**config.mk**
```make
export PLATFORM = sky130hd
export DESIGN_NAME = iut_cell
export DESIGN_NICKNAME = d
export VERILOG_FILES = /design/src/rtl/core/interval_usage_tracker_assert.svh /design/src/rtl/core/iut_pkg.sv /design/src/rtl/core/iut_cell.sv
export SDC_FILE = /design/constraint.sdc
export NUM_CORES = 1
export LEC_CHECK = 0
export BUFFER_PORTS_ARGS = -buffer_cell sky130_fd_sc_hd__buf_2
export CAP_MARGIN = 20
export CELL_PAD_IN_SITES_DETAIL_PLACEMENT = 0
export CELL_PAD_IN_SITES_GLOBAL_PLACEMENT = 1
export CORE_MARGIN = 2
export CORE_UTILIZATION = 38
export CTS_BUF_LIST = sky130_fd_sc_hd__clkbuf_8
export CTS_CLUSTER_SIZE = 16
export DETAILED_ROUTE_END_ITERATION = 10
export PLACE_DENSITY_LB_ADDON = 0.1
export REMOVE_ABC_BUFFERS = 1
export SYNTH_ARGS = -nofsm -noshare
export SYNTH_HDL_FRONTEND = slang
export SYNTH_SLANG_ARGS = --single-unit
```
**constraint.sdc**
```tcl
create_clock -name clk -period 5.6 [get_ports clk]
set_input_delay 0.28 -clock clk [delete_from_list [all_inputs] [get_ports clk]]
set_output_delay 0.28 -clock clk [all_outputs]
set_load 0.02 [all_outputs]
```
**src/rtl/core/interval_usage_tracker_assert.svh**
```systemverilog
// Assertion macros for the tracker RTL, included by the controller.
`ifndef INTERVAL_USAGE_TRACKER_ASSERT_SVH
`define INTERVAL_USAGE_TRACKER_ASSERT_SVH

`ifndef SYNTHESIS

// Clocked check, disabled while reset is asserted.
`define IUT_ASSERT(lbl, clk, rst_n, prop, msg) \
  lbl: assert property (@(posedge clk) disable iff (!rst_n) prop) else $error(msg);

// Clocked check that also holds during reset.
`define IUT_ASSERT_ALWAYS(lbl, clk, prop, msg) \
  lbl: assert property (@(posedge clk) prop) else $error(msg);

`else

`define IUT_ASSERT(lbl, clk, rst_n, prop, msg)
`define IUT_ASSERT_ALWAYS(lbl, clk, prop, msg)

`endif

`endif

```
**src/rtl/core/iut_pkg.sv**
```systemverilog
`timescale 1ns / 1ps

package iut_pkg;

  localparam int MAX_INTERVALS = 16;
  localparam int ADDR_WIDTH    = 32;

  typedef logic [ADDR_WIDTH-1:0] addr_t;

  // Request kinds
  localparam logic REQ_ALLOC = 1'b0;
  localparam logic REQ_QUERY = 1'b1;

  // Configuration register indexes
  typedef logic [0:0] cfg_idx_t;
  localparam cfg_idx_t CFG_WINDOW_START = 1'b0;
  localparam cfg_idx_t CFG_WINDOW_END   = 1'b1;

  // Status codes
  localparam logic STAT_DONE = 1'b0;
  localparam logic STAT_FULL = 1'b1;

  typedef struct packed {
    logic  req_type;
    addr_t range_start;
    addr_t range_end;
  } in_item_t;

  typedef struct packed {
    logic in_use;
    logic status;
  } out_item_t;

  // Operation broadcast to every cell of the chain
  typedef enum logic [2:0] {
    OP_HOLD,
    OP_CMP,
    OP_INS,
    OP_MRG,
    OP_DEL
  } cell_op_t;

  typedef struct packed {
    cell_op_t op;
    addr_t    s;
    addr_t    e;
  } cell_cmd_t;

  // Contents of one cell, handed between neighbors
  typedef struct packed {
    logic  used;
    addr_t lo;
    addr_t hi;
  } cell_data_t;

endpackage

```
**src/rtl/core/iut_cell.sv**
```systemverilog
`timescale 1ns / 1ps

module iut_cell import iut_pkg::*; (
  input  logic       clk,
  input  logic       rst_n,
  input  cell_cmd_t  cmd,
  input  cell_data_t left_d,
  input  logic       left_ovl,
  input  logic       left_mark,
  input  cell_data_t right_d,
  input  logic       right_ovl,
  output cell_data_t d,
  output logic       ovl,
  output logic       hit,
  output logic       mark
);

  logic  used_r, used_nxt;
  addr_t lo_r, lo_nxt;
  addr_t hi_r, hi_nxt;
  logic  ovl_r, ovl_nxt;
  logic  hit_r, hit_nxt;
  logic  gt_r, gt_nxt;
  logic  below_r, below_nxt;
  logic  is_first;

  // Head of the overlapping run: overlaps, left neighbor does not
  assign is_first = ovl_r & ~left_ovl;
  // Insertion suffix: cells above the new start, or free cells
  assign mark     = gt_r | ~used_r;

  assign d   = '{used: used_r, lo: lo_r, hi: hi_r};
  assign ovl = ovl_r;
  assign hit = hit_r;

  always_comb begin
    used_nxt  = used_r;
    lo_nxt    = lo_r;
    hi_nxt    = hi_r;
    ovl_nxt   = ovl_r;
    hit_nxt   = hit_r;
    gt_nxt    = gt_r;
    below_nxt = below_r;
    case (cmd.op)
      OP_CMP: begin
        // Compare the request against this interval
        ovl_nxt   = used_r & (lo_r <= cmd.e) & (hi_r >= cmd.s);
        hit_nxt   = used_r & (lo_r <= cmd.s) & (cmd.s < hi_r);
        gt_nxt    = used_r & (lo_r > cmd.s);
        below_nxt = used_r & (hi_r < cmd.s);
      end
      OP_INS: begin
        // Open a gap: first marked cell takes the new range, the rest move right
        if (mark && !left_mark) begin
          used_nxt = 1'b1;
          lo_nxt   = cmd.s;
          hi_nxt   = cmd.e;
        end else if (mark && left_mark) begin
          used_nxt = left_d.used;
          lo_nxt   = left_d.lo;
          hi_nxt   = left_d.hi;
        end
      end
      OP_MRG: begin
        // Widen the head of the run by the request
        if (is_first) begin
          if (cmd.s < lo_r) lo_nxt = cmd.s;
          if (cmd.e > hi_r) hi_nxt = cmd.e;
        end
      end
      OP_DEL: begin
        // Absorb the next run member and close the gap it leaves
        if (is_first) begin
          if (right_d.hi > hi_r) hi_nxt = right_d.hi;
        end else if (!below_r) begin
          used_nxt = right_d.used;
          lo_nxt   = right_d.lo;
          hi_nxt   = right_d.hi;
          ovl_nxt  = right_ovl;
        end
      end
      default: begin
      end
    endcase
  end

  always_ff @(posedge clk) begin
    if (!rst_n) begin
      used_r  <= 1'b0;
      ovl_r   <= 1'b0;
      hit_r   <= 1'b0;
      gt_r    <= 1'b0;
      below_r <= 1'b0;
    end else begin
      used_r  <= used_nxt;
      ovl_r   <= ovl_nxt;
      hit_r   <= hit_nxt;
      gt_r    <= gt_nxt;
      below_r <= below_nxt;
    end
  end

  always_ff @(posedge clk) begin
    lo_r <= lo_nxt;
    hi_r <= hi_nxt;
  end

endmodule

```
==> results of run 1 <==
[cells in the mapped netlist, types with 3 or more instances]
cell type  number  area share
o21ai_1         3      0.0021
nor4_1          6      0.0051
buf_2           6      0.0041
edfxtp_1       64        0.26
buf_4           7      0.0072
nor2b_1        10      0.0086
nand3_1        20       0.014
a211oi_1        6      0.0062
dfxtp_1         5       0.014
inv_1         196        0.10
a21oi_1        60       0.041
a21o_1         16       0.016
and4_1         10       0.012
ha_1          160        0.27
o211ai_1        8      0.0082
nor3_1          4      0.0027
a221o_1         3      0.0041
o31ai_1         5      0.0051
nand2_1        30       0.015
a21boi_0        4      0.0041
a222oi_1       64       0.088
o21ai_0        16       0.011
nand4_1        27       0.023
buf_6           7       0.011
a2111oi_0       3      0.0036
o21a_1          3      0.0031
nor2_1         19      0.0098
[kinds of logic after synthesis]
logic type,Yosys count,share of synthesized area
flops,69,0.2774
compound gates,208,0.2137
buf+inv,218,0.1241
simple gates,140,0.1074
mux,2,0.002746
fa+ha+maj,160,0.2746
[stage by stage]
stage | setup slack (ns) | cell area [um2] | util
after global placement | 2.296 | 8816 | 0.4697
after global routing | 2.091 | 8979 | 0.4784
after CTS | 2.140 | 8979 | 0.4784
after detailed placement | 2.159 | 8816 | 0.4697
final | 2.289 | 8979 | 0.4784
after floorplan | 0.7247 | 7121 | -
[worst max path at each step]
stage | end | slack, ns | cells past startpoint
2_1_floorplan | hi_r[0] | 0.72 | 4
3_3_place_gp | hi_r[13] | 2.30 | 8
3_5_place_dp | hi_r[11] | 2.16 | 8
4_1_cts | hi_r[8] | 2.14 | 8
5_1_grt | hi_r[10] | 2.09 | 8
6_report | hi_r[12] | 2.29 | 8
[routing by layer]
layer | part of all wire | vias to the layer above | track usage
li1 | - | 3514 | -
met1 | 0.43 | 3230 | 0.2969
met2 | 0.48 | 254 | 0.4124
met3 | 0.065 | 29 | 0.03600
met4 | 0.021 | 0 | 0.07869
met5 | 0 | - | 0
[state kept, by name (all words and copies together), names as in the netlist]
register / flops
hi_r: 32
lo_r: 32
below_r: 1
gt_r: 1
hit: 1
ovl: 1
used_r: 1
[cell type report]
type	count	area (um2)
Timing Repair Buffer	274	1384
Fill cell	1882	9789
Sequential cell	69	2022
Multi-Input combinational cell	510	4382
Clock buffer	10	137.6
Clock inverter	6	25.02
Tap cell	234	292.8
Inverter	196	735.7
[power by group]
group          total [uW]  switching, uW  internal (uW)  leakage [uW]
Clock                 388            222            166     0.0000973
Sequential            644           28.4            616      0.000640
Combinational         613            362            250       0.00414
[placed cells by master, fill, tap and decap left out, drive strengths merged, types with 16 or more instances in the layout]
cell and n:
ha 160, a21oi 62, nand3 20, a222oi 64
nand4 28, a21o 16, o21ai 20, buf 274
nand2 32, inv 199, edfxtp 64, nor2 19
[critical path: stages, from the launching register on]
cell and delay, ns:
edfxtp_1 0.42, inv_1 0.09, ha_1 0.28, nand4_1 0.17
nor3_1 0.38, a21boi_0 0.24, o41ai_1 0.14, a211oi_4 0.83
buf_4 0.42
==> metrics list, run 1 <==
- Unrepaired setup endpoints after global routing: no
- Classification of the worst-slack hold path: input pin to register
- For the pin with the worst max-slew slack, the measured transition is 1.069 ns.
- The clock arrives with 0.009728 ns of skew.
* Routability congestion estimate from global placement: 0.9089
- The initial antenna violation count was 1.
- In this run the critical register-to-register path is captured at hi_r[12].
* Power density over cell area: 183.2 nW/um2
* Num CTS Buffers: 9
- Final total power: 1644 uW
- Max-cap violations in this run came to 0.
* Number of DRC markers in iteration 0: 539
* First-pass GRT wire length: 36720 um
- The analysis attributes to cell leakage a power of 0.004873 uW.
- The critical path starts at hi_r[4].
- Starting density of the core: 0.3884
* Vertical die dimension: 142.5 um
- The synthesized netlist contains 52 unique library cells.
* Startpoint kind of the worst setup timing path: register
- Clock latency reported for the late side of the worst-skew pair: 0.37 ns
* Number of design rule violations left after detail routing: 0
* Antenna viol nets, final: 0
- Final non-filler cell total: 1299
- Warning count from the yosys run: 0
* Worst R2R Start: hi_r[4]
* Number of placement rows: 50
- IR analysis of the VDD net gives a maximum drop of 0.0001095 V.
- Upper clock frequency limit: 302.1 MHz
- The floorplan step defined a core boundary enclosing 18770 um2.
* CP Capture Type: register
- Adding up every negative setup slack in the final design gives 0 ns.
- Counting instances, the worst hold path has a depth of 3.
- Chip width: 142.5 um
- The tree is rooted in a clkbuf_8.
* Antenna fix cells: 0
* CTS Hold Buffers Added: 0
* Synth-to-layout area growth: 23.17%
- The worst path needs 3.311 ns of the cycle, external delays included.
* Residual overflow from global routing: 0
* Number of vias after detailed routing: 7027
- Register-to-Register Path Depth: 8
- In the final routed layout, each cell accounts on average for 18.62 um.
- Portion of the clock cycle consumed by the worst path in the final layout: 0.5912
- #FFs+latches synth: 69
* Final-report max-slew violation count: 0
- Detailed-placement wirelength estimate: 19670 um
- Of all nets on the critical path, the largest fanout is 18.
- The flow ran to the end, and the final reports show no timing, DRC or antenna violations.
- Number of sinks handled by clock tree synthesis: 69
- For this run, the total global-route usage over all layers was measured as 0.2360.
- For this run, the leading register cell type out of synthesis is edfxtp_1.
- In the final layout, the share of cells above drive strength 1 is 0.2808.
* Post-synthesis instance area: 7289 um2
- The number of global-route vias before repair is 6955.
- Placed instance count: 1283
- In this run the mean area of a mapped cell was 9.146 um2.
- The worst hold path begins at left_d[49].
- Clock-pin slew was measured on the worst setup and hold paths at 0.09 ns.
- Number of vias per cell after detailed routing: 5.410
- Max clock buf depth: 2
- Flop2flop setup slack: 2.29 ns
- Yosys mapped a number of flops with a built-in enable equal to 64.
- WHS: 0.1879 ns
* Async set-or-reset flop fraction in the synthesized netlist: 0
- Final wirelength: 24180 um
- The final hold violation count is 0.
- Quantity of I/O buffers inserted on ports: 269
- In the synthesized netlist, the number of instances is 797.
- The share of the Yosys chip area taken by registers is 0.2774.
- Hold endpoint: lo_r[17]
* DIE AREA: 20310 um2
- The H-tree generated during clock tree synthesis spans 3 levels.
- Headroom to the max-slew limit came out at 0.2805.
- Total Nets Final: 1422
- Required time at the endpoint of the critical path: 5.65 ns
* Number of I/O pins: 270
* Critical Setup Path Class: register to register
* Post-CTS Setup Inserts: 0
- First-pass iteration count of the detailed router: 6
- Setup-violating endpoint count in the final report: 0
- Largest net degree at the start of global routing: 65
- Arrival time of data at the critical path endpoint: 3.36 ns
- Count of cells resized by post-cts repair: 0
- CTS tree: built
(Power assumes the default switching activity.)
==> inputs of run 2 (changes only) <==
--- a/config.mk
+++ b/config.mk
@@ -10,7 +10,7 @@
 export CELL_PAD_IN_SITES_DETAIL_PLACEMENT = 0
 export CELL_PAD_IN_SITES_GLOBAL_PLACEMENT = 1
 export CORE_MARGIN = 2
-export CORE_UTILIZATION = 38
+export CORE_UTILIZATION = 34
 export CTS_BUF_LIST = sky130_fd_sc_hd__clkbuf_8
 export CTS_CLUSTER_SIZE = 16
 export DETAILED_ROUTE_END_ITERATION = 10
==> constraint.sdc (replaced) <==
create_clock -name clk -period 2.95 [get_ports clk]
set_input_delay 0.1475 -clock clk [delete_from_list [all_inputs] [get_ports clk]]
set_output_delay 0.1475 -clock clk [all_outputs]
set_load 0.02 [all_outputs]
==> metrics list, run 2 (same netlist as run 1, synthesis figures left out) <==
- Outcome: finished clean (unchanged)
- Proportion of layout cells with a drive suffix above 1: 0.2857 (was 0.2808)
- The endpoint kind of the worst setup timing path is a register (unchanged).
* Synth-to-layout area growth: 25.32% (was 23.17%)
- Num CTS Buffers: 9 (unchanged)
- The number of max-capacitance violations reported was 0 (unchanged).
* CTS Hold Buffers Added: 0 (unchanged)
- The launching element of the worst setup path is hi_r[29] (was hi_r[4]).
* Post-layout minimum cycle time: 2.718 ns (was 3.311 ns)
* Number of sinks handled by clock tree synthesis: 69 (unchanged)
* Number of DRC markers in iteration 0: 486 (was 539)
* Final-report max-slew violation count: 0 (unchanged)
- The post-detailed-route DRC marker count was 0 (unchanged).
* Flop2flop setup slack: 0.23 ns (was 2.29 ns)
* Gate power share: 0.383 (was 0.373)
- The relative contribution of the clock network to total power is 0.223 (was 0.236).
- Internal power: 1950 uW (was 1032 uW)
- The latest clock arrival within the worst-skew pair came to 0.38 ns (was 0.37 ns).
- Final Skew: 0.01318 ns (was 0.009728 ns)
* Unrepaired setup endpoints after global routing: no (unchanged)
* Number of vias per cell after detailed routing: 5.187 (was 5.410)
- Register-to-Register Path Depth: 10 (was 8)
* Max H-tree Level: 3 (unchanged)
* CTS tree: built (unchanged)
* Clock Root Buffer: clkbuf_8 (unchanged)
* Worst R2R Start: hi_r[29] (was hi_r[4])
- Final hold violation count: 0 (unchanged)
* Reg power frac: 0.394 (was 0.392)
* Power density over cell area: 339.7 nW/um2 (was 183.2 nW/um2)
- Reg-to-Reg End: hi_r[13] (was hi_r[12])
- Number of placement rows: 53 (was 50)
* Residual overflow from global routing: 0 (unchanged)
* Via count of the first global-routing pass: 6985 (was 6955)
* Detailed-placement wirelength estimate: 20880 um (was 19670 um)
* Classification of the worst-slack hold path: input pin to register (unchanged)
- Startpoint kind of the worst setup timing path: register (unchanged)
- Antenna fix cells: 0 (unchanged)
- The die width was 150.4 um (was 142.5 um).
* Final wirelength: 24950 um (was 24180 um)
* Number of I/O pins: 270 (unchanged)
* CTS clk-pin slew, worst paths: 0.08 ns (was 0.09 ns)
- Registers with the highest flip-flop counts: hi_r: 32 flops, lo_r: 32 flops (unchanged)
* Highest fanout seen on the critical path: 32 (was 18)
- Max rail drop VDD: 0.0001606 V (was 0.0001095 V)
- The critical path data required time was 3.01 ns (was 5.65 ns).
- The number of placed instances with taps included was 1332 (was 1283).
- The total via count after detailed routing is 6982 (was 7027).
- Portion of the clock cycle consumed by the worst path in the final layout: 0.9214 (was 0.5912)
* All-layer global routing usage: 0.2204 (was 0.2360)
- The placeable core region came to 21020 um2 (was 18770 um2).
- The die span in y was 150.4 um (was 142.5 um).
* Termination of the worst setup path: hi_r[13] (was hi_r[12])
- The pin count of the biggest net entering global routing came to 42 (was 65).
- The most common library cell in the layout ignoring fill and taps is buf_2 (unchanged).
- Count of cells resized by post-cts repair: 0 (unchanged)
* Quantity of I/O buffers inserted on ports: 269 (unchanged)
* Initial antenna violation count: 0 (was 1)
- The highest attainable clock frequency came to 367.9 MHz (was 302.1 MHz).
* Starting density of the core: 0.3468 (was 0.3884)
- The number of cells on the worst hold path came to 3 (unchanged).
- Switching power of the nets: 1153 uW (was 612.3 uW)
* Critical Setup Path Class: register to register (unchanged)
- Routability congestion estimate from global placement: 0.8585 (was 0.9089)
* Setup-violating endpoint count in the final report: 0 (unchanged)
- Commonest cells after routing, fill and taps aside: 269 x buf_2, 197 x inv_1, 160 x ha_1 (was 269 x buf_2, 199 x inv_1, 160 x ha_1)
- The fill cell instance count of the final layout was 2191 (was 1882).
* Switching power share of the total: 0.3717 (was 0.3723)
- The non-filler instance count after layout was 1346 (was 1299).
- The final antenna-violating net count is 0 (unchanged).
* Static Leakage: 0.004918 uW (was 0.004873 uW)
* First-pass GRT wire length: 37680 um (was 36720 um)
- The slew of the pin with the lowest slew margin is 0.5749 ns (was 1.069 ns).
- Worst slew slack as a fraction of its limit: 0.6117 (was 0.2805)
* Max clock buf depth: 2 (unchanged)
- Arrival time of data at the critical path endpoint: 2.78 ns (was 3.36 ns)
* DIE AREA: 22630 um2 (was 20310 um2)
- Post-CTS Setup Inserts: 0 (unchanged)
- The average detailed-routed wire length per instance was 18.54 um (was 18.62 um).
- Total negative slack for setup checks: 0 ns (unchanged)
* First-pass iteration count of the detailed router: 6 (unchanged)
* Total Nets Final: 1430 (was 1422)
- The overall power was 3103 uW (was 1644 uW).
run 2: cell count changes in the layout (fill, tap and decap cells not counted):
| cell | previous run | this run |
|---|---|---|
| buf_4 | 5 | 8 |
| clkinv_1 | 1 | 2 |
| clkbuf_8 | 10 | 9 |
| inv_1 | 199 | 197 |
| buf_12 | 0 | 5 |
run 2: metal layers:
layer / wire length [um] / part of all wire / GRT usage / up-vias
met5: 0 / 0 / 0 / -
met4: 133 / 0.0053 / 0.03632 / 0
met3: 1740 / 0.070 / 0.04545 / 8
met2: 12480 / 0.50 / 0.4007 / 238
met1: 10600 / 0.42 / 0.2712 / 3206
li1: - / - / - / 3530
run 2: worst min path at each step:
| stage | slack (ns) | to | start |
|---|---|---|---|
| finish | 0.05 | lo_r[18] | left_d[50] |
| global route | 0.04 | hi_r[1] | left_d[1] |
| CTS | 0.02 | hi_r[1] | left_d[1] |
| detailed placement | 0.43 | lo_r[8] | left_d[40] |
| global placement | 0.43 | lo_r[8] | left_d[40] |
| floorplan | 0.26 | ovl | rst_n |
run 2: critical path, stage by stage, from the launching register on:
cell and delay (ns):
edfxtp_1 0.37, inv_1 0.07, ha_1 0.33, and4_1 0.27, nand4_1 0.16, nor2_1 0.24, o31a_1 0.22, a2111oi_0 0.07
buf_4 0.16, a211oi_4 0.24, buf_12 0.27
run 2: power by group through the flow:
stage	registers, uW	clock network (uW)	logic (uW)
final	1220	691	1190
after global routing	1230	760	1360
after CTS	1220	728	1210
after detailed placement	1250	0	1200
after global placement	1240	0	1200
after floorplan	1310	0	618
run 2: cell type report:
class	instances	area, um2	share of cell area
clock buffer	9	123.9	0.01356
clock inverter	5	21.27	0.002328
multi-input combinational	510	4382	0.4797
timing repair buffer	282	1506	0.1649
inverter	196	735.7	0.08054
sequential	69	2022	0.2213
tap	275	344.1	0.03767
run 2: per-stage QoR:
step	utilization	worst slack (ns)	cell area [um2]	hold WS (ns)
floorplan	-	-1.793	7121	0.2621
global placement	0.4277	0.2393	8990	0.4322
detailed placement	0.4277	0.2000	8990	0.4344
CTS	0.4346	0.1844	9135	0.02094
global route	0.4346	0.04732	9135	0.04121
finish	0.4346	0.2318	9135	0.04737
