File: src/rtl/core/interval_usage_tracker_assert.svh
// Assertion macros for the tracker RTL, included by the controller.
`ifndef INTERVAL_USAGE_TRACKER_ASSERT_SVH
`define INTERVAL_USAGE_TRACKER_ASSERT_SVH

`ifndef SYNTHESIS

// Clocked check, disabled while reset is asserted.
`define IUT_ASSERT(lbl, clk, rst_n, prop, msg) \
  lbl: assert property (@(posedge clk) disable iff (!rst_n) prop) else $error(msg);

// Clocked check that also holds during reset.
`define IUT_ASSERT_ALWAYS(lbl, clk, prop, msg) \
  lbl: assert property (@(posedge clk) prop) else $error(msg);

`else

`define IUT_ASSERT(lbl, clk, rst_n, prop, msg)
`define IUT_ASSERT_ALWAYS(lbl, clk, prop, msg)

`endif

`endif

File: src/rtl/core/iut_pkg.sv
`timescale 1ns / 1ps

package iut_pkg;

  localparam int MAX_INTERVALS = 16;
  localparam int ADDR_WIDTH    = 32;

  typedef logic [ADDR_WIDTH-1:0] addr_t;

  // Request kinds
  localparam logic REQ_ALLOC = 1'b0;
  localparam logic REQ_QUERY = 1'b1;

  // Configuration register indexes
  typedef logic [0:0] cfg_idx_t;
  localparam cfg_idx_t CFG_WINDOW_START = 1'b0;
  localparam cfg_idx_t CFG_WINDOW_END   = 1'b1;

  // Status codes
  localparam logic STAT_DONE = 1'b0;
  localparam logic STAT_FULL = 1'b1;

  typedef struct packed {
    logic  req_type;
    addr_t range_start;
    addr_t range_end;
  } in_item_t;

  typedef struct packed {
    logic in_use;
    logic status;
  } out_item_t;

  // Operation broadcast to every cell of the chain
  typedef enum logic [2:0] {
    OP_HOLD,
    OP_CMP,
    OP_INS,
    OP_MRG,
    OP_DEL
  } cell_op_t;

  typedef struct packed {
    cell_op_t op;
    addr_t    s;
    addr_t    e;
  } cell_cmd_t;

  // Contents of one cell, handed between neighbors
  typedef struct packed {
    logic  used;
    addr_t lo;
    addr_t hi;
  } cell_data_t;

endpackage

File: src/rtl/core/iut_ctrl.sv
`timescale 1ns / 1ps
`include "interval_usage_tracker_assert.svh"

module iut_ctrl import iut_pkg::*; (
  input  logic                     clk,
  input  logic                     rst_n,
  input  logic                     in_valid,
  output logic                     in_ready,
  input  in_item_t                 in_data,
  output logic                     out_valid,
  input  logic                     out_ready,
  output out_item_t                out_data,
  input  logic                     cfg_we,
  input  cfg_idx_t                 cfg_index,
  input  addr_t                    cfg_wdata,
  output cell_cmd_t                cmd,
  input  logic [MAX_INTERVALS-1:0] ovl_vec,
  input  logic [MAX_INTERVALS-1:0] hit_vec,
  input  logic                     last_used
);

  typedef enum logic [2:0] {
    S_IDLE,
    S_CMP,
    S_DEC,
    S_DEL,
    S_RSP
  } state_t;

  state_t    state_r, state_nxt;
  logic      type_r, type_nxt;
  addr_t     s_r, s_nxt;
  addr_t     e_r, e_nxt;
  addr_t     win_start_r, win_start_nxt;
  addr_t     win_end_r, win_end_nxt;
  out_item_t res_r, res_nxt;
  logic      out_valid_r, out_valid_nxt;
  out_item_t out_r, out_nxt;
  logic      any_ovl, dup, accept;
  addr_t     clamp_s, clamp_e;

  assign in_ready  = (state_r == S_IDLE);
  assign accept    = in_valid & in_ready;
  assign out_valid = out_valid_r;
  assign out_data  = out_r;

  assign any_ovl = |ovl_vec;
  // Second member of an overlapping run still present
  assign dup     = |(ovl_vec & {ovl_vec[MAX_INTERVALS-2:0], 1'b0});

  assign clamp_s = (in_data.range_start < win_start_r) ? win_start_r : in_data.range_start;
  assign clamp_e = (in_data.range_end > win_end_r) ? win_end_r : in_data.range_end;

  always_comb begin
    state_nxt     = state_r;
    type_nxt      = type_r;
    s_nxt         = s_r;
    e_nxt         = e_r;
    win_start_nxt = win_start_r;
    win_end_nxt   = win_end_r;
    res_nxt       = res_r;
    out_valid_nxt = out_valid_r;
    out_nxt       = out_r;
    cmd.op        = OP_HOLD;
    cmd.s         = s_r;
    cmd.e         = e_r;

    // Configuration writes
    if (cfg_we) begin
      unique case (cfg_index)
        CFG_WINDOW_START: win_start_nxt = cfg_wdata;
        CFG_WINDOW_END:   win_end_nxt   = cfg_wdata;
        default: begin
        end
      endcase
    end

    // Drop the result beat once taken
    if (out_valid_r && out_ready) out_valid_nxt = 1'b0;

    unique case (state_r)
      S_IDLE: begin
        if (accept) begin
          type_nxt  = in_data.req_type;
          s_nxt     = (in_data.req_type == REQ_QUERY) ? in_data.range_start : clamp_s;
          e_nxt     = clamp_e;
          state_nxt = S_CMP;
        end
      end
      S_CMP: begin
        cmd.op    = OP_CMP;
        state_nxt = S_DEC;
      end
      S_DEC: begin
        res_nxt   = '{in_use: 1'b0, status: STAT_DONE};
        state_nxt = S_RSP;
        if (type_r == REQ_QUERY) begin
          res_nxt.in_use = |hit_vec;
        end else if (s_r >= e_r) begin
          // empty range: nothing to do
        end else if (!any_ovl && last_used) begin
          res_nxt.status = STAT_FULL;
        end else if (any_ovl) begin
          cmd.op    = OP_MRG;
          state_nxt = S_DEL;
        end else begin
          cmd.op = OP_INS;
        end
      end
      S_DEL: begin
        if (dup) begin
          cmd.op = OP_DEL;
        end else begin
          state_nxt = S_RSP;
        end
      end
      S_RSP: begin
        if (!out_valid_r || out_ready) begin
          out_valid_nxt = 1'b1;
          out_nxt       = res_r;
          state_nxt     = S_IDLE;
        end
      end
      default: state_nxt = S_IDLE;
    endcase
  end

  always_ff @(posedge clk) begin
    if (!rst_n) begin
      state_r     <= S_IDLE;
      out_valid_r <= 1'b0;
      win_start_r <= '0;
      win_end_r   <= '1;
    end else begin
      state_r     <= state_nxt;
      out_valid_r <= out_valid_nxt;
      win_start_r <= win_start_nxt;
      win_end_r   <= win_end_nxt;
    end
    type_r <= type_nxt;
    s_r    <= s_nxt;
    e_r    <= e_nxt;
    res_r  <= res_nxt;
    out_r  <= out_nxt;
  end

  `IUT_ASSERT(a_one_in_flight, clk, rst_n, accept |=> !in_ready, "second beat accepted while busy")
  `IUT_ASSERT(a_no_ins_full, clk, rst_n, (cmd.op == OP_INS) |-> !last_used, "insert into full table")
  `IUT_ASSERT(a_rsp_source, clk, rst_n, $rose(out_valid_r) |-> $past(state_r == S_RSP), "result without response state")
  `IUT_ASSERT(a_query_status, clk, rst_n, out_valid_r |-> !(out_r.status && out_r.in_use), "full status on a query")

endmodule

File: config.mk
export PLATFORM = sky130hd
export DESIGN_NAME = iut_ctrl
export DESIGN_NICKNAME = d
export VERILOG_FILES = /design/src/rtl/core/iut_pkg.sv /design/src/rtl/core/iut_ctrl.sv
export VERILOG_INCLUDE_DIRS = /design/src /design/src/rtl/core
export SDC_FILE = /design/constraint.sdc
export NUM_CORES = 1
export LEC_CHECK = 0
export ABC_AREA = 1
export ABC_CLOCK_PERIOD_IN_PS = 5800
export BUFFER_PORTS_ARGS = -buffer_cell sky130_fd_sc_hd__buf_2
export CAP_MARGIN = 5
export CORE_ASPECT_RATIO = 1.25
export CORE_MARGIN = 10
export CORE_UTILIZATION = 35
export DETAILED_ROUTE_END_ITERATION = 8
export SKIP_LAST_GASP = 1
export SYNTH_ARGS = -nofsm -noshare
export SYNTH_HDL_FRONTEND = slang
export SYNTH_SLANG_ARGS = --single-unit
export TNS_END_PERCENT = 50
File: constraint.sdc
create_clock -name clk -period 5.8 [get_ports clk]
set_input_delay 1.16 -clock clk [delete_from_list [all_inputs] [get_ports clk]]
set_output_delay 1.16 -clock clk [all_outputs]
set_load 0.005 [all_outputs]
==> metrics.txt, run 1 <==
vias per cell=4.78; Crit. Startpoint=e_r[7]$_DFFE_PP_; Fin. Hold Viols=0; hold_ws=0.417 ns; core area=22300 µm²; Crit Path Max Fanout=3; Post-Synth Adder-Cell Area=15.0%; DIE WIDTH=155 µm; largest net degree at the start of global routing=68; status=finished, final reports clean; mux share of post-synthesis cell area=0%; initial antenna violation count=8; Slowest-stage cell, CP=edfxtp_1; Setup CP Type=flop to output pin; Starting Density=35.6%; Clock Sinks=137; DP Area=9180 µm²; Max VDD drop=0.224 mV; commonest non-fill, non-tap cells in the layout=nand2_1 (227), buf_2 (206), inv_1 (131), ha_1 (95), a21oi_1 (86); dominant synthesized flop cell=edfxtp_1; EDFF count, synth=69; endpoint class of the critical path=output pin; headroom to the max-slew limit=29.2%; Worst Hold Class=flop to flop; 1st-iter DRT viols=417; Avg Cell Area, Syn=8.37 µm²; final wirelength=24300 µm; met2 WL=11600 µm; row count=61; I/O Buffers=206; final net count=1373; IO Count=207; # resized after CTS=0; share of layout cells above drive strength 1=21.9%; yosys warns=0; Total Routing Usage GR=16.2%; Final Cycle Share=61.8%; simple-gate share of the synthesized area=19.5%; wire length on met3=1210 µm; worst hold start=res_r[0]$_SDFFCE_PP0P_; Pwr Total=3.41 mW; routed vias=6896; CP dominant cell by count=nand2_1; PwrDens=347 nW/µm²; Setup Viol. Count Final=0; GR Overflow Total=0; Area Overhead vs Synth=23.6%; drt drc=0; Pre-Repair DR Iteration Count=5; unrepaired setup endpoints after global routing=false; final worst slack=2.22 ns; number of global-route vias before repair=6998; die area=29100 µm²; multi-input combinational cell area=3810 µm²; XOR/XNOR Fraction of Synth Area=0%; Reg clk slew, reported paths=0.06 ns; setup TNS=0 ns; Leak=4.87 nW; commonest non-fill, non-tap cell in the layout=nand2_1; Design Area, Final=9810 µm²; Worst EP required=4.64 ns; first-pass GRT wire length=37700 µm; fmax=279 MHz; synthesis-stage register bit count=137; post-synthesis net count=1179; CTS hold repair buffers=0; final-report max-slew violation count=0; Wirelength per Cell=16.9 µm; DP HPWL=19500 µm; htree depth=4; highest routed layer=met5; cell area after synthesis=7930 µm²; Place WS=1.74 ns; CTS Buffer Depth=2; Fillers=2269; CP arrival=2.42 ns; RR Startpoint=win_end_r[31]$_SDFFE_PN1P_; Compound-Gate Fraction of Synth Area=13.4%; max-cap viol count=0; GPL Wtd Cong=0.827; CTS buffer count=17; setup bufs post-CTS=0; crit-path max cell delay=0.41 ns; crit path time final=3.58 ns; Mapped Cells=948; number of routed nets with antenna violations=0; Sequential Area=3430 µm²; CTS root buf=clkbuf_16; met1 wire length=11100 µm; Yosys cell types=37; clock skew=0.0124 ns; TritonCTS clock tree=done; CP Cell Sequence=inv_1 > ha_1 > a21o_1 > nor2_1 > nand3_1 > nand2_1 > nand2_1 > nand2_1 > nand3_1 > nor2_1 > nand2_1 > o21ai_0 > buf_2; sequential cell area fraction in the yosys report=43.3%; main combinational cell family by area after synthesis=simple AND/OR/NAND/NOR gates; Worst Setup Start Kind=flop; Skew-Pair Late Insertion Delay=0.43 ns; slew at the pin closest to its max-slew limit=1.06 ns; die height=188 µm; asr flop ratio synth=0%
==> cell families (layout without fill, tap and decap cells) <==
family                     Yosys count  after routing
and+or+nand+nor                    362            362
buffers and inverters              171            378
other                                0              4
adders and majority gates           95             95
DFF                                137            137
AOI/OAI and AO/OA                  183            183
==> Yosys cell counts, types with 2 or more instances <==
cell type | count | area (µm²)
nand2_2 | 2 | 12.5
inv_2 | 2 | 7.51
nand2_1 | 227 | 852
o221ai_1 | 3 | 26.3
inv_1 | 131 | 492
clkbuf_1 | 22 | 82.6
o21ai_0 | 44 | 220
nand4_1 | 9 | 56.3
o211ai_1 | 35 | 263
buf_4 | 3 | 22.5
nor4_1 | 8 | 50.1
o21ai_1 | 2 | 10.0
nor2_1 | 29 | 109
nor3_1 | 5 | 25.0
a211o_1 | 2 | 17.5
ha_1 | 95 | 1190
edfxtp_1 | 69 | 2070
o21a_1 | 4 | 30.0
a21oi_1 | 86 | 430
dfxtp_1 | 68 | 1360
nor3_2 | 2 | 20.0
buf_2 | 6 | 30.0
nand3_1 | 75 | 375
buf_6 | 6 | 67.6
==> metrics by stage <==
stage,instances,utilization [%]
6_report,1442,44.0
5_1_grt,1441,44.0
4_1_cts,1438,44.0
3_5_place_dp,1406,41.2
3_3_place_gp,1406,41.2
2_1_floorplan,948,-
==> metal layers <==
metal	GRT usage (%)	vias to the layer above
li1	-	3620
met1	20.3	3090
met2	26.5	150
met3	4.47	28
met4	4.95	8
met5	0	-
==> final timing paths <==
check                               end  depth (start not counted)  slack, ns
hold / removal    out_data[0]$_DFFE_PP_                          0       0.42
setup reg to reg      e_r[28]$_DFFE_PP_                         10       2.72
hold reg to reg   out_data[0]$_DFFE_PP_                          0       0.42
setup / recovery                cmd[64]                         13       2.22
==> critical path: cells and delay by family, from the launching register on <==
kind / cells / cell delay (ns)
adders and majority gates: 1 / 0.30
buffers and inverters: 2 / 0.22
and+or+nand+nor: 8 / 0.80
AOI/OAI and AO/OA: 2 / 0.29
DFF: 1 / 0.41
==> final cells by class <==
cell class | instances | share of cell area [%]
Antenna cell | 4 | 0.102
Clock buffer | 22 | 5.28
Clock inverter | 10 | 1.03
Inverter | 134 | 5.13
Multi-Input combinational cell | 640 | 38.9
Sequential cell | 137 | 35.0
Tap cell | 283 | 3.61
Timing Repair Buffer | 212 | 11.0
==> registers in the layout (all words and copies together), names as in the netlist <==
register     flops
state_r          3
e_r             32
win_end_r       32
s_r             32
out_data         2
win_start_r     32
type_r           1
res_r            2
out_valid        1
==> power by group <==
group          switching (mW)  internal [mW]  leakage, nW  total, mW
combinational           0.553          0.349         3.35      0.902
clock                   0.437          0.683        0.303       1.12
sequential              0.126           1.26         1.22       1.38
Power figures use the tool's default switching activity.
==> run 2, diff against run 1 <==
--- a/config.mk
+++ b/config.mk
@@ -6,8 +6,8 @@
 export SDC_FILE = /design/constraint.sdc
 export NUM_CORES = 1
 export LEC_CHECK = 0
-export ABC_AREA = 1
-export ABC_CLOCK_PERIOD_IN_PS = 5800
+export ABC_AREA = 0
+export ABC_CLOCK_PERIOD_IN_PS = 2890
 export BUFFER_PORTS_ARGS = -buffer_cell sky130_fd_sc_hd__buf_2
 export CAP_MARGIN = 5
 export CORE_ASPECT_RATIO = 1.25
==> constraint.sdc (replaced) <==
create_clock -name clk -period 2.89 [get_ports clk]
set_input_delay 0.578 -clock clk [delete_from_list [all_inputs] [get_ports clk]]
set_output_delay 0.578 -clock clk [all_outputs]
set_load 0.005 [all_outputs]
==> metrics.txt, run 2 <==
status=complete, but fails checks; failing checks=negative setup slack; drt drc=0; DP Area=11100 µm²; fmax=316 MHz; Design Area, Final=11800 µm²; ranking of synthesized cells by area=edfxtp_1 (23%), dfxtp_1 (15%), ha_1 (13%), o211ai_1 (7.9%), nand2_1 (5.1%); row count=66; slew at the pin closest to its max-slew limit=0.608 ns; final wirelength=32200 µm; endpoint class of the critical path=output pin; TritonCTS clock tree=done; yosys warns=0; Wirelength per Cell=19.5 µm; DIE WIDTH=165 µm; CTS root buf=clkbuf_16; Final Cycle Share=109%; Ant. Diodes=0; hold_ws=0.386 ns; Setup CP Type=flop to output pin; Worst Setup Start Kind=flop; count leader, synth=nand2_1; cell area after synthesis=9190 µm²; Fin. Hold Viols=0; GPL Wtd Cong=0.855; Worst Hold Depth=1; final net count=1532; initial antenna violation count=0; post-synthesis net count=1291; Setup Viol. Count Final=2; Worst EP required=2.31 ns; 1st-iter DRT viols=680; Sequential Area=3430 µm²; R2R setup slack=0.27 ns; Clock Sinks=137; first-pass GRT wire length=49400 µm; dominant synthesized flop cell=edfxtp_1; Total Routing Usage GR=18.9%; commonest non-fill, non-tap cell in the layout=buf_2; Area Overhead vs Synth=28.9%; asr flop ratio synth=0%; CP arrival=2.58 ns; Pwr Total=6.04 mW; sequential cell area fraction in the yosys report=37.3%; max-cap viol count=0; Pre-Repair DR Iteration Count=5; Worst Hold Class=input port to flop; Mapped Cells=1060; share of the core filled with cells=45.7%; EDFF count, synth=69; Crit Path Max Fanout=3; number of routed nets with antenna violations=0; Starting Density=35.5%; DP HPWL=25200 µm; final worst slack=-0.271 ns; htree depth=4; WHS Endpoint=type_r$_DFFE_PP_; RR Startpoint=win_end_r[7]$_SDFFE_PN1P_; crit path time final=3.16 ns; Skew-Pair Late Insertion Delay=0.43 ns; multi-input combinational cell area=5200 µm²; routed vias=9174; vias per cell=5.55; largest net degree at the start of global routing=65; unrepaired setup endpoints after global routing=true; CTS buffer count=17; Yosys cell types=51; share of layout cells above drive strength 1=26.2%; number of global-route vias before repair=8870; Commonest cells post-synth=nand2_1 (126), inv_1 (101), o211ai_1 (97), ha_1 (95), nand3_1 (72); Avg Cell Area, Syn=8.67 µm²; top cell type's share of synthesized area=22.5%; synthesis-stage register bit count=137; Fillers=2601; die area=33200 µm²; PwrDens=510 nW/µm²; CTS Buffer Depth=2; worst hold start=in_data[64]; commonest non-fill, non-tap cells in the layout=buf_2 (204), nand2_1 (126), inv_1 (101), o211ai_1 (97), ha_1 (94); Leak=5.10 nW; Max VDD drop=0.314 mV; final-report max-slew violation count=0; headroom to the max-slew limit=59.4%; core area=25900 µm²; Worst R2R End=e_r[0]$_DFFE_PP_; GR Overflow Total=0; Reg clk slew, reported paths=0.06 ns; die height=201 µm; IO Count=207; Yosys top cell by area=edfxtp_1; I/O Buffers=206; setup TNS=-0.525 ns; cells on worst reg2reg path=8; clock skew=0.00708 ns
## run 2: critical path, stage by stage (launching register included)
cell and delay (ns):
edfxtp_1 0.43, ha_4 0.29, nand4_1 0.15, or4_4 0.61
a31oi_4 0.23, buf_6 0.15, nor2_4 0.03, and3_4 0.16
buf_6 0.11
## run 2: stage by stage
step | instances | setup slack [ns]
6_report | 1654 | -0.271
4_1_cts | 1655 | -0.341
2_1_floorplan | 1060 | 0.264
3_5_place_dp | 1614 | -0.149
5_1_grt | 1654 | -0.387
3_3_place_gp | 1614 | -0.151
## run 2: layout make-up
cell class,count,share of cell area (%)
Inverter,101,3.20
Tap cell,340,3.59
Sequential cell,137,29.0
Timing Repair Buffer,297,15.6
Clock inverter,7,0.771
Multi-Input combinational cell,747,43.9
Clock buffer,25,4.02
## run 2: repair_timing
action,in CTS,in global routing
hold buffers,0,0
gates resized for setup,11,12
setup buffers,9,0
setup endpoints to repair,2,2
pin swaps,6,6
## run 2: worst max path at each step
stage | startpoint | to | depth (start not counted)
3_3_place_gp | e_r[17]$_DFFE_PP_ | cmd[64] | 10
4_1_cts | s_r[27]$_DFFE_PP_ | cmd[64] | 8
2_1_floorplan | state_r[1]$_SDFFE_PN0P_ | e_r[0]$_DFFE_PP_ | 2
6_report | s_r[27]$_DFFE_PP_ | cmd[65] | 8
3_5_place_dp | e_r[17]$_DFFE_PP_ | cmd[64] | 10
5_1_grt | s_r[27]$_DFFE_PP_ | cmd[65] | 8
## run 2: layer usage
metal | part of all wire (%) | track usage (%) | vias to the layer above
li1 | - | - | 4418
met1 | 43 | 24.1 | 4384
met2 | 48 | 30.8 | 321
met3 | 6.2 | 3.59 | 51
met4 | 2.4 | 6.65 | 0
met5 | 0 | 0 | -
## run 2: cells by family after synthesis
logic type	count (synthesis)	synth area share, %
AO/OA/AOI/OAI	285	21.5
adder cells (fa/ha/maj)	95	12.9
buffers and inverters	176	7.40
flip-flops	137	37.3
multiplexers	32	3.48
AND/OR/NAND/NOR	335	17.3
## run 2: power breakdown
part           total (mW)  leakage, nW  internal, mW  switching, mW
Sequential           2.37         1.21          2.25          0.113
Clock                2.17        0.274          1.32          0.855
Combinational        1.50         3.62         0.654          0.848
==> run 3, diff against run 2 <==
--- a/config.mk
+++ b/config.mk
@@ -11,7 +11,7 @@
 export BUFFER_PORTS_ARGS = -buffer_cell sky130_fd_sc_hd__buf_2
 export CAP_MARGIN = 5
 export CORE_ASPECT_RATIO = 1.25
-export CORE_MARGIN = 10
+export CORE_MARGIN = 2
 export CORE_UTILIZATION = 35
 export DETAILED_ROUTE_END_ITERATION = 8
 export SKIP_LAST_GASP = 1
==> metrics.txt, run 3 (synthesis results as in run 2) <==
Final Cycle Share=111%; Reg clk slew, reported paths=0.06 ns; Max VDD drop=0.297 mV; headroom to the max-slew limit=50.2%; status=complete, but fails checks; GPL Wtd Cong=0.843; PwrDens=510 nW/µm²; number of global-route vias before repair=8976; max-cap viol count=0; dpl cells=1613; Worst Hold Class=input port to flop; 1st-iter DRT viols=941; top cell family by delay on the critical path=simple AND/OR/NAND/NOR gates; slew at the pin closest to its max-slew limit=0.746 ns; busiest grt layer=met2; Worst EP required=2.31 ns; initial antenna violation count=1; Slowest-stage cell, CP=or4_4; number of routed nets with antenna violations=0; die height=185 µm; final net count=1540; DP HPWL=23700 µm; core area=25900 µm²; Fin. Hold Viols=0; GR met2 Demand/Resource=36.3%; commonest non-fill, non-tap cells in the layout=buf_2 (205), nand2_1 (126), inv_1 (100), o211ai_1 (97); drt drc=0; Total Routing Usage GR=22.3%; final worst slack=-0.309 ns; CP arrival=2.62 ns; CP Cell Sequence=inv_2 > ha_4 > nand4_1 > or4_4 > a31oi_4 > nor4b_4 > or2_4 > buf_2; Leak=5.13 nW; share of layout cells above drive strength 1=27.1%; CTS hold repair buffers=0; Setup Viol. Count Final=2; vias per cell=5.53; final-report max-slew violation count=0; die area=27600 µm²; Setup CP Type=flop to output pin; Worst Setup Start Kind=flop; fmax=313 MHz; crit-path max cell delay=0.60 ns; failing checks=negative setup slack; htree depth=4; I/O Buffers=206; Place WS=-0.179 ns; Area Overhead vs Synth=29.4%; endpoint class of the critical path=output pin; Clock Sinks=137; GR Overflow Total=0; crit path time final=3.20 ns; unrepaired setup endpoints after global routing=true; TritonCTS clock tree=done; CTS root buf=clkbuf_16; Final Non-Filler Cells=1662; Ant. Diodes=0; Skew-Pair Late Insertion Delay=0.42 ns; Crit Path Max Fanout=3; DIE WIDTH=149 µm; grt met1 use=29.1%; final wirelength=31000 µm; CTS buffer count=17; IO Count=207; Starting Density=35.5%; Wirelength per Cell=18.7 µm; commonest non-fill, non-tap cell in the layout=buf_2; routed vias=9194; Pre-Repair DR Iteration Count=5; clock skew=0.00687 ns; Crit path buffers/inverters=2; largest net degree at the start of global routing=69; CTS Buffer Depth=2; row count=66; first-pass GRT wire length=47600 µm; global routing usage on met3=3.82%
run 3: cell type report:
class                      count  area, µm²
inverter                     101        379
sequential                   137       3430
timing repair buffer         305       1860
clock inverter                 9       96.3
clock buffer                  23        489
multi-input combinational    747       5210
tap                          340        425
fill                        2560      14000
run 3: worst reg2reg max path: cells and delay by family (launching register included):
kind	cells	cell delay, ns
buf+inv	2	0.44
compound gates	5	1.34
flops	1	0.33
fa+ha+maj	1	0.30
run 3: routing by layer:
metal | up-vias | routed length (µm)
met1 | 4290 | 13700
li1 | 4429 | -
met2 | 400 | 14300
met4 | 2 | 1100
met3 | 73 | 1910
met5 | - | 13
run 3: final timing paths:
path	start	end	slack, ns	depth (start not counted)
max	e_r[30]$_DFFE_PP_	cmd[64]	-0.31	8
min reg2reg	res_r[1]$_SDFFCE_PN0P_	out_data[1]$_DFFE_PP_	0.43	0
min	in_data[64]	type_r$_DFFE_PP_	0.38	1
max reg2reg	win_end_r[7]$_SDFFE_PN1P_	e_r[0]$_DFFE_PP_	0.28	8
run 3: through the flow:
stage | power (mW) | utilization [%] | TNS [ns] | instance area [µm²] | hold slack (ns)
floorplan | 3.14 | - | 0 | 9190 | 0.400
global placement | 3.81 | 42.7 | -0.150 | 11100 | 0.404
detailed placement | 3.83 | 42.7 | -0.299 | 11100 | 0.413
CTS | 6.06 | 45.4 | -0.653 | 11800 | 0.370
global route | 6.35 | 45.9 | -0.760 | 11900 | 0.375
finish | 6.06 | 45.9 | -0.612 | 11900 | 0.377
run 3: repair_timing:
item / in CTS / in global routing
setup endpoints to repair: 2 / 2
gates resized for setup: 15 / 9
cloned: 0 / 0
pin swaps: 11 / 8
setup buffers: 11 / 8
run 3: power by group:
part	internal, mW	switching (mW)
clock	1.36	0.832
sequential	2.25	0.116
combinational	0.654	0.849
total	4.26	1.80
